===== src/hw/rtl/hrlp_pkg.sv =====
// shared types, codes and character tables for the http request line parser
// no dependencies; imported by every module of the block
package hrlp_pkg;

    // request queue geometry
    localparam int QUEUE_DEPTH = 4;
    localparam int QUEUE_AW    = $clog2(QUEUE_DEPTH);

    // result kinds
    localparam logic [1:0] KIND_URI     = 2'd0;
    localparam logic [1:0] KIND_QUERY   = 2'd1;
    localparam logic [1:0] KIND_SUMMARY = 2'd2;

    // method codes
    localparam logic [2:0] METH_GET     = 3'd0;
    localparam logic [2:0] METH_HEAD    = 3'd1;
    localparam logic [2:0] METH_POST    = 3'd2;
    localparam logic [2:0] METH_PUT     = 3'd3;
    localparam logic [2:0] METH_UNKNOWN = 3'd4;

    // status codes
    localparam logic [1:0] STAT_OK     = 2'd0;
    localparam logic [1:0] STAT_NO_REQ = 2'd1;
    localparam logic [1:0] STAT_BAD    = 2'd2;

    // characters
    localparam logic [7:0] CH_NUL   = 8'h00;
    localparam logic [7:0] CH_SPACE = 8'h20;
    localparam logic [7:0] CH_PLUS  = 8'h2B;
    localparam logic [7:0] CH_PCT   = 8'h25;
    localparam logic [7:0] CH_QUEST = 8'h3F;
    localparam logic [7:0] CH_DOT   = 8'h2E;
    localparam logic [7:0] CH_ZERO  = 8'h30;
    localparam logic [7:0] CH_NINE  = 8'h39;
    localparam logic [7:0] CH_LA    = 8'h61;
    localparam logic [7:0] CH_LF    = 8'h66;
    localparam logic [7:0] CH_UA    = 8'h41;
    localparam logic [7:0] CH_UF    = 8'h46;
    localparam logic [7:0] CH_TAB   = 8'h09;
    localparam logic [7:0] CH_CR    = 8'h0D;

    localparam logic [2:0] PROTO_LEN = 3'd5;
    localparam logic [7:0] SAT_MAX   = 8'd255;

    // input request
    typedef struct packed {
        logic       cmd;
        logic [7:0] data;
    } t_in_req;

    // result item
    typedef struct packed {
        logic [1:0] kind;
        logic [7:0] out_byte;
        logic [2:0] method;
        logic [7:0] version_major;
        logic [7:0] version_minor;
        logic       keep_alive;
        logic [1:0] status;
    } t_out_rsp;

    // classified request as it sits in the queue
    typedef struct packed {
        logic       cmd;
        logic [7:0] data;
        logic       is_zero;
        logic       is_space;
        logic       is_plus;
        logic       is_pct;
        logic       is_quest;
        logic       is_dot;
        logic       is_digit;
        logic       hex_ok;
        logic       hex_sign;
        logic [3:0] hex_val;
    } t_cls;

    // letters of the known verbs
    function automatic logic [7:0] verb_char(input logic [1:0] k, input logic [1:0] idx);
        logic [7:0] ch;
        case ({k, idx})
            4'b00_00: ch = 8'h47; // G
            4'b00_01: ch = 8'h45; // E
            4'b00_10: ch = 8'h54; // T
            4'b01_00: ch = 8'h48; // H
            4'b01_01: ch = 8'h45; // E
            4'b01_10: ch = 8'h41; // A
            4'b01_11: ch = 8'h44; // D
            4'b10_00: ch = 8'h50; // P
            4'b10_01: ch = 8'h4F; // O
            4'b10_10: ch = 8'h53; // S
            4'b10_11: ch = 8'h54; // T
            4'b11_00: ch = 8'h50; // P
            4'b11_01: ch = 8'h55; // U
            4'b11_10: ch = 8'h54; // T
            default:  ch = 8'h00;
        endcase
        return ch;
    endfunction

    // verb lengths
    function automatic logic [2:0] verb_len(input logic [1:0] k);
        logic [2:0] n;
        case (k)
            2'd1, 2'd2: n = 3'd4;
            default:    n = 3'd3;
        endcase
        return n;
    endfunction

    // protocol prefix text
    function automatic logic [7:0] proto_char(input logic [2:0] idx);
        logic [7:0] ch;
        case (idx)
            3'd0:    ch = 8'h48; // H
            3'd1:    ch = 8'h54; // T
            3'd2:    ch = 8'h54; // T
            3'd3:    ch = 8'h50; // P
            3'd4:    ch = 8'h2F; // slash
            default: ch = 8'h00;
        endcase
        return ch;
    endfunction

endpackage


===== src/hw/rtl/hrlp_front.sv =====
// front end: request handshake and byte classification
// depends on hrlp_pkg; feeds hrlp_queue
module hrlp_front
    import hrlp_pkg::*;
(
    input  logic    i_valid,
    input  t_in_req i_req,
    input  logic    i_full,
    output logic    o_stall,
    output logic    o_push,
    output t_cls    o_cls
);

    logic [7:0] c;

    // accept whenever the queue has room
    assign o_stall = i_full;
    assign o_push  = i_valid && !i_full;
    assign c       = i_req.data;

    // character classes used by the parser
    always_comb begin
        o_cls          = '0;
        o_cls.cmd      = i_req.cmd;
        o_cls.data     = c;
        o_cls.is_zero  = (c == CH_NUL);
        o_cls.is_space = (c == CH_SPACE);
        o_cls.is_plus  = (c == CH_PLUS);
        o_cls.is_pct   = (c == CH_PCT);
        o_cls.is_quest = (c == CH_QUEST);
        o_cls.is_dot   = (c == CH_DOT);
        o_cls.is_digit = c inside {[CH_ZERO:CH_NINE]};
        o_cls.hex_sign = (c inside {CH_SPACE, CH_PLUS, [CH_TAB:CH_CR]});
        if (c inside {[CH_ZERO:CH_NINE]}) begin
            o_cls.hex_ok  = 1'b1;
            o_cls.hex_val = 4'(c - CH_ZERO);
        end else if (c inside {[CH_LA:CH_LF]}) begin
            o_cls.hex_ok  = 1'b1;
            o_cls.hex_val = 4'(c - CH_LA + 8'd10);
        end else if (c inside {[CH_UA:CH_UF]}) begin
            o_cls.hex_ok  = 1'b1;
            o_cls.hex_val = 4'(c - CH_UA + 8'd10);
        end
    end

endmodule


===== src/hw/rtl/hrlp_queue.sv =====
// short request queue between the front end and the parser core
// depends on hrlp_pkg for the entry type and depth
module hrlp_queue
    import hrlp_pkg::*;
(
    input  logic i_clk,
    input  logic i_rst_n,
    input  logic i_push,
    input  t_cls i_cls,
    input  logic i_pop,
    output logic o_full,
    output logic o_empty,
    output t_cls o_cls
);

    t_cls                r_mem [QUEUE_DEPTH];
    logic [QUEUE_AW-1:0] r_wr_ptr, r_rd_ptr;
    logic [QUEUE_AW:0]   r_count;

    assign o_full  = (r_count == (QUEUE_AW+1)'(QUEUE_DEPTH));
    assign o_empty = (r_count == '0);
    assign o_cls   = r_mem[r_rd_ptr];

    // entry storage
    always_ff @(posedge i_clk) begin
        if (i_push) begin
            r_mem[r_wr_ptr] <= i_cls;
        end
    end

    // pointers and fill count
    always_ff @(posedge i_clk) begin
        if (!i_rst_n) begin
            r_wr_ptr <= '0;
            r_rd_ptr <= '0;
            r_count  <= '0;
        end else begin
            if (i_push) begin
                r_wr_ptr <= r_wr_ptr + 1'b1;
            end
            if (i_pop) begin
                r_rd_ptr <= r_rd_ptr + 1'b1;
            end
            case ({i_push, i_pop})
                2'b10:   r_count <= r_count + 1'b1;
                2'b01:   r_count <= r_count - 1'b1;
                default: r_count <= r_count;
            endcase
        end
    end

endmodule


===== src/hw/rtl/hrlp_back.sv =====
// parser core: request line state machine and registered result stage
// depends on hrlp_pkg; drains hrlp_queue
module hrlp_back
    import hrlp_pkg::*;
(
    input  logic     i_clk,
    input  logic     i_rst_n,
    input  logic     i_empty,
    input  t_cls     i_cls,
    output logic     o_pop,
    input  logic     i_stall,
    output logic     o_valid,
    output t_out_rsp o_rsp
);

    // parser phases
    localparam logic [3:0] PH_METHOD = 4'd0;
    localparam logic [3:0] PH_SKIP1  = 4'd1;
    localparam logic [3:0] PH_URI    = 4'd2;
    localparam logic [3:0] PH_HEX1   = 4'd3;
    localparam logic [3:0] PH_HEX2   = 4'd4;
    localparam logic [3:0] PH_QUERY  = 4'd5;
    localparam logic [3:0] PH_SKIP2  = 4'd6;
    localparam logic [3:0] PH_PROTO  = 4'd7;
    localparam logic [3:0] PH_MAJOR  = 4'd8;
    localparam logic [3:0] PH_MINOR  = 4'd9;
    localparam logic [3:0] PH_TAIL   = 4'd10;
    localparam logic [3:0] PH_BAD    = 4'd11;
    localparam logic [3:0] PH_ENDED  = 4'd12;

    typedef struct packed {
        logic [1:0] err;
        logic [7:0] major;
        logic [7:0] minor;
    } t_fin;

    // decimal digit append with saturation
    function automatic logic [7:0] sat_dec(input logic [7:0] v, input logic [3:0] d);
        logic [11:0] n;
        n = {v, 3'b000} + {3'b000, v, 1'b0} + {8'b0, d};
        return (n > 12'(SAT_MAX)) ? SAT_MAX : n[7:0];
    endfunction

    // outcome when the line ends in a given phase
    function automatic t_fin finish(input logic [3:0] ph, input logic [1:0] ds,
                                    input logic [7:0] maj, input logic [7:0] mnr);
        t_fin f;
        f.major = maj;
        f.minor = mnr;
        case (ph)
            PH_METHOD, PH_SKIP1: f.err = STAT_NO_REQ;
            PH_URI, PH_HEX1, PH_HEX2, PH_QUERY: begin
                f.err   = STAT_OK;
                f.major = 8'd0;
                f.minor = 8'd9;
            end
            PH_MINOR: f.err = ds[1] ? STAT_OK : STAT_BAD;
            PH_TAIL:  f.err = STAT_OK;
            default:  f.err = STAT_BAD;
        endcase
        if (f.err != STAT_OK) begin
            f.major = 8'd0;
            f.minor = 8'd0;
        end
        return f;
    endfunction

    logic [3:0] r_phase, n_phase;
    logic [2:0] r_verb_length, n_verb_length;
    logic [3:0] r_verb_cand, n_verb_cand;
    logic [2:0] r_method, n_method;
    logic       r_hex_ok, n_hex_ok;
    logic       r_hex_sign, n_hex_sign;
    logic [3:0] r_hex_val, n_hex_val;
    logic [2:0] r_proto_index, n_proto_index;
    logic [7:0] r_major, n_major;
    logic [7:0] r_minor, n_minor;
    logic [1:0] r_digit_seen, n_digit_seen;
    logic [1:0] r_err, n_err;
    logic       r_out_valid, n_out_valid;
    t_out_rsp   r_out, n_out;

    logic       take;
    logic       res_v;
    t_out_rsp   res;
    logic [3:0] cur;
    logic [2:0] pidx;
    t_fin       fin;
    logic [7:0] hex_v;

    // pop one request whenever the result register can take its outcome
    assign take    = !i_empty && (!r_out_valid || !i_stall);
    assign o_pop   = take;
    assign o_valid = r_out_valid;
    assign o_rsp   = r_out;

    // percent escape value from the held first byte and this byte
    always_comb begin
        if (r_hex_sign) begin
            hex_v = i_cls.hex_ok ? {4'b0, i_cls.hex_val} : 8'd0;
        end else if (r_hex_ok) begin
            hex_v = i_cls.hex_ok ? {r_hex_val, i_cls.hex_val} : {4'b0, r_hex_val};
        end else begin
            hex_v = 8'd0;
        end
    end

    // line outcome, from stored values once the line has ended early
    always_comb begin
        if (r_phase == PH_ENDED) begin
            fin.err   = r_err;
            fin.major = r_major;
            fin.minor = r_minor;
        end else begin
            fin = finish(r_phase, r_digit_seen, r_major, r_minor);
        end
    end

    // parser state machine
    always_comb begin
        n_phase       = r_phase;
        n_verb_length = r_verb_length;
        n_verb_cand   = r_verb_cand;
        n_method      = r_method;
        n_hex_ok      = r_hex_ok;
        n_hex_sign    = r_hex_sign;
        n_hex_val     = r_hex_val;
        n_proto_index = r_proto_index;
        n_major       = r_major;
        n_minor       = r_minor;
        n_digit_seen  = r_digit_seen;
        n_err         = r_err;
        res_v         = 1'b0;
        res           = '0;
        cur           = r_phase;
        pidx          = r_proto_index;

        // leaving a space run falls through into the next phase
        if (r_phase == PH_SKIP1 && !i_cls.is_space) begin
            cur = PH_URI;
        end
        if (r_phase == PH_SKIP2 && !i_cls.is_space) begin
            cur  = PH_PROTO;
            pidx = 3'd0;
        end

        if (take) begin
            if (i_cls.cmd) begin
                // end of line: summary and back to reset values
                res_v             = 1'b1;
                res.kind          = KIND_SUMMARY;
                res.method        = r_method;
                res.version_major = fin.major;
                res.version_minor = fin.minor;
                res.status        = fin.err;
                res.keep_alive    = (fin.err == STAT_OK) &&
                                    ((fin.major > 8'd1) ||
                                     (fin.major == 8'd1 && fin.minor >= 8'd1));
                n_phase       = PH_METHOD;
                n_verb_length = 3'd0;
                n_verb_cand   = 4'hF;
                n_method      = METH_UNKNOWN;
                n_hex_ok      = 1'b0;
                n_hex_sign    = 1'b0;
                n_hex_val     = 4'd0;
                n_proto_index = 3'd0;
                n_major       = 8'd0;
                n_minor       = 8'd0;
                n_digit_seen  = 2'd0;
                n_err         = STAT_OK;
            end else if (r_phase == PH_ENDED) begin
                n_phase = PH_ENDED;
            end else if (i_cls.is_zero) begin
                // zero byte ends the line early
                n_err   = fin.err;
                n_major = fin.major;
                n_minor = fin.minor;
                n_phase = PH_ENDED;
            end else begin
                case (cur)
                    PH_METHOD: begin
                        if (i_cls.is_space) begin
                            n_method = METH_UNKNOWN;
                            for (int k = 0; k < 4; k++) begin
                                if (r_verb_cand[k] && verb_len(2'(k)) == r_verb_length) begin
                                    n_method = 3'(k);
                                end
                            end
                            n_phase = PH_SKIP1;
                        end else begin
                            for (int k = 0; k < 4; k++) begin
                                if (r_verb_length >= verb_len(2'(k)) ||
                                    verb_char(2'(k), r_verb_length[1:0]) != i_cls.data) begin
                                    n_verb_cand[k] = 1'b0;
                                end
                            end
                            if (r_verb_length < 3'd7) begin
                                n_verb_length = r_verb_length + 3'd1;
                            end
                        end
                    end
                    PH_SKIP1: begin
                        n_phase = PH_SKIP1;
                    end
                    PH_URI: begin
                        if (i_cls.is_space) begin
                            n_phase = PH_SKIP2;
                        end else if (i_cls.is_quest) begin
                            n_phase = PH_QUERY;
                        end else if (i_cls.is_pct) begin
                            n_phase = PH_HEX1;
                        end else begin
                            n_phase      = PH_URI;
                            res_v        = 1'b1;
                            res.kind     = KIND_URI;
                            res.out_byte = i_cls.is_plus ? CH_SPACE : i_cls.data;
                        end
                    end
                    PH_HEX1: begin
                        n_hex_ok   = i_cls.hex_ok;
                        n_hex_sign = i_cls.hex_sign;
                        n_hex_val  = i_cls.hex_val;
                        n_phase    = PH_HEX2;
                    end
                    PH_HEX2: begin
                        n_phase = PH_URI;
                        if (hex_v != 8'd0) begin
                            res_v        = 1'b1;
                            res.kind     = KIND_URI;
                            res.out_byte = hex_v;
                        end
                    end
                    PH_QUERY: begin
                        if (i_cls.is_space) begin
                            n_phase = PH_SKIP2;
                        end else begin
                            res_v        = 1'b1;
                            res.kind     = KIND_QUERY;
                            res.out_byte = i_cls.data;
                        end
                    end
                    PH_SKIP2: begin
                        n_phase = PH_SKIP2;
                    end
                    PH_PROTO: begin
                        if (pidx < PROTO_LEN && proto_char(pidx) == i_cls.data) begin
                            n_proto_index = pidx + 3'd1;
                            n_phase = (pidx + 3'd1 == PROTO_LEN) ? PH_MAJOR : PH_PROTO;
                        end else begin
                            n_proto_index = pidx;
                            n_phase       = PH_BAD;
                        end
                    end
                    PH_MAJOR: begin
                        if (i_cls.is_digit) begin
                            n_major         = sat_dec(r_major, i_cls.hex_val);
                            n_digit_seen[0] = 1'b1;
                        end else if (i_cls.is_dot && r_digit_seen[0]) begin
                            n_phase = PH_MINOR;
                        end else begin
                            n_phase = PH_BAD;
                        end
                    end
                    PH_MINOR: begin
                        if (i_cls.is_digit) begin
                            n_minor         = sat_dec(r_minor, i_cls.hex_val);
                            n_digit_seen[1] = 1'b1;
                        end else begin
                            n_phase = r_digit_seen[1] ? PH_TAIL : PH_BAD;
                        end
                    end
                    default: begin
                        n_phase = r_phase;
                    end
                endcase
            end
        end
    end

    // result register: load a new result or drain the taken one
    always_comb begin
        n_out_valid = r_out_valid;
        n_out       = r_out;
        if (take && res_v) begin
            n_out_valid = 1'b1;
            n_out       = res;
        end else if (!i_stall) begin
            n_out_valid = 1'b0;
        end
    end

    // control state
    always_ff @(posedge i_clk) begin
        if (!i_rst_n) begin
            r_phase       <= PH_METHOD;
            r_verb_length <= 3'd0;
            r_verb_cand   <= 4'hF;
            r_method      <= METH_UNKNOWN;
            r_hex_ok      <= 1'b0;
            r_hex_sign    <= 1'b0;
            r_hex_val     <= 4'd0;
            r_proto_index <= 3'd0;
            r_major       <= 8'd0;
            r_minor       <= 8'd0;
            r_digit_seen  <= 2'd0;
            r_err         <= STAT_OK;
            r_out_valid   <= 1'b0;
        end else begin
            r_phase       <= n_phase;
            r_verb_length <= n_verb_length;
            r_verb_cand   <= n_verb_cand;
            r_method      <= n_method;
            r_hex_ok      <= n_hex_ok;
            r_hex_sign    <= n_hex_sign;
            r_hex_val     <= n_hex_val;
            r_proto_index <= n_proto_index;
            r_major       <= n_major;
            r_minor       <= n_minor;
            r_digit_seen  <= n_digit_seen;
            r_err         <= n_err;
            r_out_valid   <= n_out_valid;
        end
    end

    // result payload
    always_ff @(posedge i_clk) begin
        r_out <= n_out;
    end

endmodule


===== src/hw/rtl/http_request_line_parser.sv =====
// http request line parser: one byte or end-of-line request per cycle unless stalled.
// an accepted request is written into the queue, and the result register is loaded
// with its result, if any, when the parser pops it from the queue.
// throughput: one request per cycle unless stalled, set by the single parser step per byte.
// the four-entry queue keeps accepting until full while a result waits on i_out_stall.
// reset (i_rst_n low, synchronous) empties the queue and result stage and
// returns the parser to the start of a line.
module http_request_line_parser
    import hrlp_pkg::*;
(
    input  logic     i_clk,
    input  logic     i_rst_n,
    input  logic     i_in_valid,
    output logic     o_in_stall,
    input  t_in_req  i_in_req,
    output logic     o_out_valid,
    input  logic     i_out_stall,
    output t_out_rsp o_out_rsp
);

    logic push, pop, full, empty;
    t_cls cls_in, cls_out;

    // request handshake and classification
    hrlp_front u_front (
        .i_valid (i_in_valid),
        .i_req   (i_in_req),
        .i_full  (full),
        .o_stall (o_in_stall),
        .o_push  (push),
        .o_cls   (cls_in)
    );

    // decoupling queue
    hrlp_queue u_queue (
        .i_clk   (i_clk),
        .i_rst_n (i_rst_n),
        .i_push  (push),
        .i_cls   (cls_in),
        .i_pop   (pop),
        .o_full  (full),
        .o_empty (empty),
        .o_cls   (cls_out)
    );

    // parser core and result stage
    hrlp_back u_back (
        .i_clk   (i_clk),
        .i_rst_n (i_rst_n),
        .i_empty (empty),
        .i_cls   (cls_out),
        .o_pop   (pop),
        .i_stall (i_out_stall),
        .o_valid (o_out_valid),
        .o_rsp   (o_out_rsp)
    );

endmodule


===== config.mk =====
export PLATFORM = sky130hd
export DESIGN_NAME = http_request_line_parser
export DESIGN_NICKNAME = d
export VERILOG_FILES = /design/src/hw/rtl/hrlp_pkg.sv /design/src/hw/rtl/hrlp_front.sv /design/src/hw/rtl/hrlp_queue.sv /design/src/hw/rtl/hrlp_back.sv /design/src/hw/rtl/http_request_line_parser.sv
export SDC_FILE = /design/constraint.sdc
export NUM_CORES = 1
export LEC_CHECK = 0
export BUFFER_PORTS_ARGS = -buffer_cell sky130_fd_sc_hd__clkbuf_2
export CELL_PAD_IN_SITES_DETAIL_PLACEMENT = 2
export CELL_PAD_IN_SITES_GLOBAL_PLACEMENT = 2
export CORE_ASPECT_RATIO = 0.8
export CORE_MARGIN = 3
export CORE_UTILIZATION = 45
export CTS_CLUSTER_DIAMETER = 60
export CTS_CLUSTER_SIZE = 25
export DETAILED_ROUTE_END_ITERATION = 10
export PLACE_DENSITY_LB_ADDON = 0.1
export RECOVER_POWER = 100
export SLEW_MARGIN = 30
export SYNTH_ARGS = -nofsm -noshare
export SYNTH_HDL_FRONTEND = slang
export SYNTH_SLANG_ARGS = --single-unit

===== constraint.sdc =====
create_clock -name i_clk -period 5.63 [get_ports i_clk]
set_input_delay 0.563 -clock i_clk [delete_from_list [all_inputs] [get_ports i_clk]]
set_output_delay 0.563 -clock i_clk [all_outputs]
set_load 0.01 [all_outputs]

# ---- After elaboration in Yosys (flattened, before gate mapping)
# Memories as Yosys holds them, arrays and structs flattened. A register that Yosys moved wholly into a read port is not among the register bits.
# Index checks and enable logic that the tools add are counted.
dict set report totals {
  register_bits 83
  latchBits 0
  ram_bits 88
  rom_bits 0
  inputBits 13
  output_inout_bits 34
  elab_cells 368
  memories 1
}
dict set report op_classes {
  addsub 15
  n_mul 0
  n_div 0
  order_cmp 16
  eq_ne 50
  shift 0
  n_mux 181
  bitwise 1
  n_reduce_logical 76
}
# memory words width read_ports rd_ports_with_merged_regs wr line_no
set mem_list {}
lappend mem_list {u_queue.r_mem 4 22 1 1 1 hrlp_queue.sv:16} ;# t_cls r_mem [QUEUE_DEPTH];
# op count
set ops {}
lappend ops {{$mux 8} 47}
lappend ops {{$mux 3} 45}
lappend ops {{$mux 4} 26}
lappend ops {{$pmux 8 s4} 2}
lappend ops {{$pmux 7 s3} 2}
lappend ops {{$eq 8x6->1 const B} 5}
lappend ops {{$mux 10} 4}
lappend ops {{$pmux 4 s10} 1}
lappend ops {{$reduce_and 6->1} 6}
lappend ops {{$mux 1} 33}
lappend ops {{$mux 16} 2}
lappend ops {{$ne 8x8->1} 4}
lappend ops {{$pmux 10 s3} 1}
lappend ops {{$reduce_bool 2->1} 15}
lappend ops {{$eq 4x3->1 const B} 7}
lappend ops {{$pmux 7 s4} 1}
lappend ops {{$add 11x9->12} 2}
lappend ops {{$add 12x4->12} 2}
lappend ops {{$gt 12x8->1 const B} 2}
lappend ops {{$mux 2} 12}
lappend ops {{$eq 4x4->1 const B} 5}
lappend ops {{$mux 18} 1}
lappend ops {{$logic_and 1x1->1} 17}
lappend ops {{$eq 4x2->1 const B} 4}
lappend ops {{other kinds (49)} 93}

# ---- Depth between registers and ports, before layout
# Gate-level depths: netlist of run 1.
dict set report depth {
  depth_word 21
  mapped_depth 15
  mapped_depth_nobuf 13
}

# ---- Cells and area by module
# From an unflattened synthesis of run 1, not the netlist that was laid out.
dict set report hier_totals {
  cells_unflattened 800
  hier_area_um2 9206.3
}
# module n_inst cells_each area_per_inst_um2
set modules_own_cells {}
lappend modules_own_cells {hrlp_back 1 581 5147.4}
lappend modules_own_cells {hrlp_queue 1 160 3628.5}
lappend modules_own_cells {hrlp_front 1 59 430.4}

# ---- Least setup slack after synthesis of run 1
# Ideal clock, no wire load.
dict set report synth_timing {
  path_kind {register to register}
  start {reg with a tool-made name}
  end {reg u_back.r_minor[3]}
  setup_time_ns 0.117
  arrival_ns 3.762
  t_required_ns 5.513
  path_slack_ns 1.751
  stages_incl_launch_ff 15
  period_less_slack_ns 3.879
  path_cell_list {dfxtp_1 > buf_6 > buf_6 > buf_2 > mux4_2 > fa_1 > inv_1 > fa_1 > nor2b_1 > o21ai_0 > a21oi_1 > nand4b_1 > o22ai_1 > nand4b_1 > a32o_1}
}
# element line_no
set synth_lines {}
lappend synth_lines {{end signal, assigned} hrlp_back.sv:318} ;# r_minor <= n_minor;
lappend synth_lines {{end, declared} hrlp_back.sv:77} ;# logic [7:0] r_minor, n_minor;

==> results.cfg, run 1 <==
[worst_setup_path]
worstPathMaxFanout = 14
critPathKind = reg -> reg
worstPathRequired_ps = 5970
end_kind = register
critPathBufInv = 1
cp_slowest_cell = mux4_2
critPathArrivalTime_ps = 5070
r2r_cells = 13
path_cells = mux4_2, or2_0, nand2_1, inv_1, ha_1, ha_1, a211oi_1, o21ai_0, o21bai_1, xnor2_1, nand3_1, or3_1, a211oi_1
crit_family = simple AND/OR/NAND/NOR gates
slowest_delay_ps = 750
worstSetupStartpointType = register
cp_num_cells = 13

[timing]
finalCriticalPeriod_ps = 4732
finClkSkew_ps = 14.05
slew_viol_final = 92
slew_headroom_pct = -20.23
grt_setup_unrepaired = no
tns_ps = 0
finalHoldViolations = 0
tightest_slew_ps = 1802
setup_viol = 0
fin_crit_sh_pct = 84.05
hold_ws_ps = 435.3
fmax_mhz = 211.3

[route]
drt-wirelength-per-cell_um = 25.04
drt-initial-drc-count = 462
routed_wl_mm = 27.74
viasPerCell = 6.102
dr.pass1.iters = 5
drc_errors = 0
vias = 6761
antenna_left = 0

[logic_synthesis]
synth-edff-count = 120
synth_fa_ha_area_share_pct = 8.451
yosysUniqueCellTypes = 69
synth-compound-area-share_pct = 11.72
synth_top_family_by_area = simple AND/OR/NAND/NOR gates
synth.area.mux_share_pct = 6.525
syn_area_per_cell_sq_um = 11.25
ys.flop_type = edfxtp_1
synth_fp_nets = 874
synth_xor_area_share_pct = 2.618
synthArstFlopShare_pct = 0
syn_area_sq_um = 9031
synth_area_leaders = edfxtp_1 40%, dfxtp_1 12%, ha_1 7.3%
yosys_warnings = 0
seq_area_frac_synth_pct = 51.65
synth-seq-cells = 173
synth_top_area_share_pct = 39.90
syn-instance-count = 803
synth-simple-area-share_pct = 15.88
yosys.area.top_type = edfxtp_1

[layout]
layout-drive-gt1-share_pct = 9.412
final_core_util_pct = 51.62
n_fill_cell = 1956
nets = 908
syn_to_final_growth_pct = 10.39
n_antenna_cell = 0

[clocking]
root_buffer = clkbuf_16
cts_max_path_buffers = 2
cts_tree = done
cts_buffers = 17
post_cts_resized = 0
h-tree-depth = 4
cts_hold_buf = 0
clk_latency_ps = 430
post_cts_buffers = 0
clk_pin_slew_ps = 70
clock-sinks = 173

[floorplan]
ios = 47
die_h_um = 132.7
dieArea_sq_um = 21820
core_sq_um = 19310
initial_core_util_pct = 46.76
num_rows = 45
fp.dieW_um = 164.4

[global_routing]
grt_start_max_net_pins = 45
antenna_found_initial = 0
grt_first_pass_wirelength_mm = 43.59
gr-total-overflow = 0
grt_usage_pct = 26.10
grt_pass1_vias = 7432

[min_path]
hold_depth = 3
hold_path.class = in -> reg

[placed_design]
numPortBuffers = 46
place_congestion = 0.8227
place_hpwl_mm = 19.36

[status]
status = finished, violations left
violations = max-capacitance violations, max-slew violations

[job]
drv_cap = 4

[pwr]
p_leak_nw = 3.582
powerDensity_nw_per_um2 = 474.0
vdd_ir_drop_max_v = 0.0002349
registers in the layout, indices dropped and copies added (netlist names), named ones only:
signal and cells:
u_queue.r_wr_ptr 2, u_back.r_phase 4, u_back.r_method 3, u_back.o_valid 1
u_back.r_hex_ok 1, u_back.r_verb_length 3, u_queue.r_count 3, u_back.r_minor 8
u_queue.r_rd_ptr 2, u_back.r_proto_index 3, u_back.r_err 2, u_back.r_hex_sign 1
u_back.r_verb_cand 4, u_back.r_major 8, u_back.r_hex_val 4, u_queue.r_mem 88
u_back.o_rsp 32, u_back.r_digit_seen 2
tightest hold or removal path: cells and delay by family:
family	cells	cell delay (ps)
AND/OR/NAND/NOR	1	90
buffers and inverters	1	80
AO/OA/AOI/OAI	1	70
routing by layer:
layer | global-route usage [%] | vias to the layer above | part of all wire, %
li1 | - | 3075 | -
met1 | 34.83 | 3495 | 44
met2 | 44.26 | 167 | 50
met3 | 4.789 | 24 | 4.3
met4 | 6.288 | 0 | 1.1
met5 | 0 | - | 0
where the power goes:
part           leakage (nW)  internal, mW  switching [mW]
Combinational          1.75         0.568            1.18
Clock                 0.280         0.590           0.570
Sequential             1.55          1.62           0.196
Total                  3.58          2.78            1.94
final timing paths:
check	start	to	slack [ps]
worst max-delay path	register	u_back.r_proto_index[2]	900
worst min-delay path	i_out_stall	u_back.o_valid	440
worst max register to register	register	u_back.r_proto_index[2]	900
worst min register to register	u_back.r_method[0]	u_back.r_method[0]	470
area by class of cell:
type                       count  area [sq um]  area share (%)
clock buffer                  17         425.4           4.267
clock inverter                15         146.4           1.468
inverter                      34         127.6           1.280
multi-input combinational    559          4068           40.80
sequential                   173          4664           46.79
tap                          258         322.8           3.238
timing repair buffer          52         215.2           2.159
metrics by stage:
step	instance area, sq um	setup WS [ps]	power, mW	cells
4_1_cts	10050	1125	4.770	1108
5_1_grt	9970	615.3	4.984	1108
2_1_floorplan	9031	1751	2.940	803
6_report	9970	898.2	4.726	1108
3_3_place_gp	9472	1627	3.457	1076
3_5_place_dp	9477	1333	3.595	1076
Yosys cell counts (5+ instances only):
master    instances
a21oi_1          57
a22oi_1           6
a31o_2            7
a31oi_1           9
and2_1            6
and3_1           24
clkbuf_1         29
dfxtp_1          53
edfxtp_1        120
fa_1              5
ha_1             53
inv_1            33
mux2i_1           6
mux4_2           22
nand2_1          66
nand2b_1         11
nand3_1          29
nand3b_1          5
nand4_1           5
nor2_1           64
nor2b_1          11
nor3_1           10
nor4_1           10
o21ai_0          26
o31ai_1          10
or3_1            10
or4_1             5
xnor2_1          17
xor2_1           10
logic make-up (layout without fill, tap and decap cells):
kind of cell | Yosys count | after routing
mux | 31 | 31
flops | 173 | 173
buf+inv | 71 | 118
xor+xnor | 27 | 27
simple gates | 278 | 278
fa+ha+maj | 58 | 58
compound gates | 165 | 165
layout by cell type, fill, tap and decap left out, drive strengths merged, types with 5 or more instances in the layout:
master / synthesis / layout
nor2b: 11 / 11
xor2: 10 / 10
nand2: 66 / 66
edfxtp: 120 / 120
a31o: 7 / 7
nand3b: 5 / 5
or4: 6 / 6
nand3: 30 / 30
a21oi: 57 / 57
fa: 5 / 5
or3: 10 / 10
nor2: 64 / 64
nand4: 5 / 5
a22oi: 6 / 6
xnor2: 17 / 17
dfxtp: 53 / 53
a31oi: 9 / 9
and3: 24 / 24
and2: 6 / 6
o21ai: 31 / 31
clkbuf: 30 / 65
mux4: 22 / 22
o31ai: 10 / 10
ha: 53 / 53
nand2b: 11 / 11
mux2i: 6 / 6
inv: 33 / 42
clkinv: 1 / 6
nor3: 10 / 10
nor4: 10 / 10
Note: power is estimated with default switching activity, not from simulation.
==> inputs of run 2 (changes only) <==
- CORE_UTILIZATION: 45 -> 38
- clock period: 5.63 -> 3.8 ns (I/O delays scaled with it)
==> results.cfg, run 2 (synthesis results as in run 1) <==
[route]
drt-initial-drc-count = 461
drt-wirelength-per-cell_um = 24.16
routed_wl_mm = 28.36
drc_errors = 0
vias = 6725
dr.pass1.iters = 5
antenna_left = 0
viasPerCell = 5.728

[layout]
nets = 926
final_core_util_pct = 44.69
regArea_sq_um = 4666
final_common_cell = edfxtp_1
n_antenna_cell = 0
layout-drive-gt1-share_pct = 12.33
mostFrequentLayoutCells = 120 x edfxtp_1, 64 x nand2_1, 64 x nor2_1
final_area_sq_um = 10250
multi_input_area_sq_um = 4120
syn_to_final_growth_pct = 13.45
largest_reg_flops = 88
n_fill_cell = 2357
regMostFlops = u_queue.r_mem

[worst_setup_path]
worstSetupStartpointType = register
r2r-end = u_back.r_proto_index[2]
critPathKind = reg -> reg
critPathArrivalTime_ps = 4030
worstPathRequired_ps = 4160
worstPathMaxFanout = 9
r2r_cells = 13
end_kind = register
r2r_setup_slack_ps = 130

[global_routing]
grt_pass1_vias = 7519
grt_first_pass_wirelength_mm = 44.39
gr-total-overflow = 0
antenna_found_initial = 0
grt_usage_pct = 22.89
grt_start_max_net_pins = 29

[floorplan]
fp.dieW_um = 178.4
core_sq_um = 22930
num_rows = 49
die_h_um = 143.9
ios = 47
initial_core_util_pct = 39.39
dieArea_sq_um = 25660

[clocking]
root_buffer = clkbuf_16
cts_tree = done
cts_buffers = 17
clk_latency_ps = 450
clk_pin_slew_ps = 70
clock-sinks = 173
cts_max_path_buffers = 2
h-tree-depth = 4

[timing]
finalCriticalPeriod_ps = 3668
hold_ws_ps = 231.4
finalHoldViolations = 0
slew_headroom_pct = 39.95
fin_crit_sh_pct = 96.51
grt_setup_unrepaired = yes
tightest_slew_ps = 891.3
finClkSkew_ps = 15.14
fmax_mhz = 272.7
slew_viol_final = 0
setup_viol = 0

[status]
status = finished clean

[pwr]
p_leak_nw = 3.691
internal-power_mw = 4.210
powerDensity_nw_per_um2 = 692.7
p_comb_share_pct = 39.1
power_frac_seq_pct = 36.4
switchingPower_mw = 2.888
power_frac_clock_pct = 24.5
vdd_ir_drop_max_v = 0.0003069
switching_share_pct = 40.68

[min_path]
hold_path_end = u_queue.r_mem[3][21]
hold_path.class = in -> reg
hold_depth = 1
holdCritStartpoint = i_in_req[8]

[placed_design]
place_hpwl_mm = 20.44
numPortBuffers = 46
place_congestion = 0.8421
placed_cell_area_sq_um = 9678

[job]
drv_cap = 0
==> run 2: per-layer routing <==
layer | global-route usage, % | vias to the layer above | part of all wire [%] | wire length [um]
li1 | - | 3109 | - | -
met1 | 29.04 | 3447 | 44 | 12580
met2 | 40.35 | 139 | 51 | 14330
met3 | 3.724 | 30 | 3.3 | 925
met4 | 6.803 | 0 | 1.8 | 521
met5 | 0 | - | 0 | 0
==> run 2: critical path: stages, from the launching register on <==
cell and delay, ps:
dfxtp_2 400, mux4_2 550, or2_1 310, nand2_2 140
inv_1 90, ha_1 250, ha_1 240, a211oi_2 270
o21ai_0 170, o21bai_1 230, xnor2_2 190, nand3_4 160
or3_1 400, a211oi_2 180
==> run 2: metrics by stage <==
stage	TNS, ps	setup WS, ps	std cells	power [mW]
floorplan	0	66.06	803	4.359
global placement	0	231.1	1141	5.241
detailed placement	0	37.79	1141	5.425
CTS	0	50.91	1173	7.201
global route	-80.58	-44.55	1174	7.531
finish	0	132.4	1174	7.098
==> run 2: worst max-delay path by stage <==
stage,endpoint,from,slack [ps]
final,u_back.r_proto_index[2],register,130
after CTS,u_back.r_proto_index[2],register,50
after global routing,u_back.r_proto_index[1],register,-40
after global placement,u_back.r_major[7],register,230
after detailed placement,u_back.r_major[5],register,40
after floorplan,u_back.r_major[4],register,70
==> run 2: what timing repair did <==
action,in CTS,in global routing
pin swaps,0,1
endpoints found under the setup margin,3,16
gates resized for setup,1,10
setup buffers,0,1
hold buffers,0,0
==> run 2: final cells by class <==
class | instances | share of cell area, %
Timing Repair Buffer | 70 | 3.627
Sequential cell | 173 | 45.54
Inverter | 34 | 1.246
Tap cell | 306 | 3.737
Clock buffer | 18 | 4.189
Clock inverter | 14 | 1.453
Multi-Input combinational cell | 559 | 40.21
==> run 2: power by group through the flow <==
stage | Sequential, mW | Clock (mW) | Combinational (mW)
after floorplan | 2.64 | 0 | 1.72
after global placement | 2.59 | 0 | 2.65
after detailed placement | 2.63 | 0 | 2.80
after CTS | 2.59 | 1.78 | 2.83
after global routing | 2.62 | 1.86 | 3.05
final | 2.58 | 1.74 | 2.78
==> inputs of run 3 (changes only) <==
- ABC_AREA: default -> 1
- CORE_UTILIZATION: 38 -> 35
==> results.cfg, run 3 <==
[route]
antenna_left = 0
drt-wirelength-per-cell_um = 20.78
routed_wl_mm = 31.10
viasPerCell = 5.206
vias = 7794
drc_errors = 0
drt-initial-drc-count = 463
dr.pass1.iters = 5

[logic_synthesis]
synthArstFlopShare_pct = 0
synth_fa_ha_area_share_pct = 8.009
synth_commonest_cells = 225 x nand2_1, 120 x edfxtp_1, 118 x inv_1
synth.area.mux_share_pct = 0
seq_area_frac_synth_pct = 48.95
ys.flop_type = edfxtp_1
synth_fp_nets = 1142
synth_area_leaders = edfxtp_1 38%, dfxtp_1 11%, nand2_1 8.9%
yosys.area.top_type = edfxtp_1
syn_area_per_cell_sq_um = 8.897
synth_most_common_cell = nand2_1
syn_area_sq_um = 9529
synth_xor_area_share_pct = 1.471
synth_top_family_by_area = simple AND/OR/NAND/NOR gates
yosysUniqueCellTypes = 58
syn-instance-count = 1071
synth-edff-count = 120
synth_top_area_share_pct = 37.82
synth-seq-cells = 173
synth-compound-area-share_pct = 12.57
yosys_warnings = 0
synth-simple-area-share_pct = 21.76

[worst_setup_path]
r2r_cells = 22
worstPathRequired_ps = 4130
critPathArrivalTime_ps = 3700
end_kind = register
worstSetupStartpointType = register
r2r_setup_slack_ps = 430
r2r-end = u_back.r_phase[0]
worstPathMaxFanout = 16
critPathKind = reg -> reg

[clocking]
cts_hold_buf = 0
cts_buffers = 17
root_buffer = clkbuf_16
clk_latency_ps = 440
post_cts_buffers = 0
post_cts_resized = 0
h-tree-depth = 4
clock-sinks = 173
clk_pin_slew_ps = 70
cts_max_path_buffers = 2
cts_tree = done

[layout]
layout-drive-gt1-share_pct = 8.070
largest_reg_flops = 88
mostFrequentLayoutCells = 226 x nand2_1, 126 x inv_1, 120 x edfxtp_1
n_antenna_cell = 0
nets = 1198
n_fill_cell = 2989
regMostFlops = u_queue.r_mem
final_common_cell = nand2_1
syn_to_final_growth_pct = 12.29
final_area_sq_um = 10700

[floorplan]
fp.dieW_um = 190.5
core_sq_um = 26530
ios = 47
die_h_um = 153.6
num_rows = 53
dieArea_sq_um = 29250
initial_core_util_pct = 35.92

[timing]
fmax_mhz = 296.7
finClkSkew_ps = 12.56
tightest_slew_ps = 2295
slew_headroom_pct = -53.56
setup_viol = 0
finalCriticalPeriod_ps = 3371
slew_viol_final = 69
fin_crit_sh_pct = 88.71
finalHoldViolations = 0
tns_ps = 0
setup_ws_ps = 429.2
grt_setup_unrepaired = no

[global_routing]
grt_first_pass_wirelength_mm = 49.88
antenna_found_initial = 0
grt_start_max_net_pins = 28
use_met1_pct = 31.34
grtUsageMet2_pct = 35.34
grt_pass1_vias = 8538
gr-total-overflow = 0
top_usage_layer = met2
gr-usage-met3_pct = 3.351
grt_usage_pct = 21.99

[status]
status = finished, violations left
violations = max-capacitance violations, max-slew violations

[min_path]
hold_path.class = in -> reg
holdCritStartpoint = i_in_req[8]
hold_path_end = u_queue.r_mem[2][21]
hold_depth = 1

[placed_design]
place_hpwl_mm = 22.56
place_congestion = 0.7990
numPortBuffers = 46
place_ws_ps = 347.6
placed_cell_area_sq_um = 10180

[pwr]
powerDensity_nw_per_um2 = 829.9
vdd_ir_drop_max_v = 0.0003803
p_leak_nw = 4.366

[job]
drv_cap = 3
## run 3: changes by cell type after synthesis, sizes merged, moves of 22 or more
cell | previous run | this run
nand2 | 66 | 238
clkbuf | 30 | 7
nor2 | 64 | 95
and3 | 24 | 0
mux4 | 22 | 0
inv | 33 | 136
nand3 | 30 | 80
o21ai | 31 | 65
## run 3: cell type report
class                   instances  area, sq um  area share (%)
repair buffers                 63        287.8           2.689
flip-flops and latches        173         4666           43.60
clock inverters                14        203.9           1.906
clock buffers                  18        429.2           4.011
inverters                     138        518.0           4.841
well taps                     357        446.7           4.174
multi-input cells             734         4149           38.77
## run 3: how the worst max path moves through the flow
stage                         from           endpoint  slack (ps)
after floorplan           register  u_back.r_minor[3]         500
after global placement    register  u_back.r_major[0]         510
after detailed placement  register  u_back.r_major[3]         350
after CTS                 register  u_back.r_major[3]         330
after global routing      register  u_back.r_minor[0]          80
final                     register  u_back.r_phase[0]         430
## run 3: logic make-up (layout without fill, tap and decap cells)
kind of cell	count (synthesis)	after routing
flip-flops	173	173
buffers and inverters	164	233
AND/OR/NAND/NOR	460	460
AO/OA/AOI/OAI	200	200
adder cells (fa/ha/maj)	58	58
XOR/XNOR	16	16
## run 3: stage by stage
stage	instances	total power [mW]	hold slack, ps	util (%)
CTS	1497	9.053	141.0	40.77
detailed placement	1465	7.026	457.0	38.38
global route	1497	9.596	226.0	40.34
finish	1497	8.880	226.8	40.34
floorplan	1071	5.575	418.2	-
global placement	1465	6.872	439.9	38.36
## run 3: routing by layer
layer,vias up,share of wire (%)
met3,24,2.5
li1,3760,-
met5,-,0
met1,3946,50
met4,0,1.5
met2,64,46
## run 3: power breakdown
group | switching (mW) | total (mW) | internal (mW)
clock | 0.829 | 1.95 | 1.12
combinational | 3.02 | 4.21 | 1.19
sequential | 0.255 | 2.72 | 2.46
## run 3: worst max-delay path, cell delays in order (launching register included)
cell and delay, ps:
dfxtp_2 430, buf_4 260, nand2_1 80, nand3_1 90, nand2_1 190, nand2_2 210
inv_1 80, nor2_1 210, inv_1 140, ha_1 220, inv_1 50, nand2_1 60
or2_2 270, nand2_1 70, nand2_1 70, nand2_1 70, nand2_1 60, nand2_1 180
nand3_4 140, o21ai_2 160, nand2_1 70, nand2_1 60, a21oi_1 60
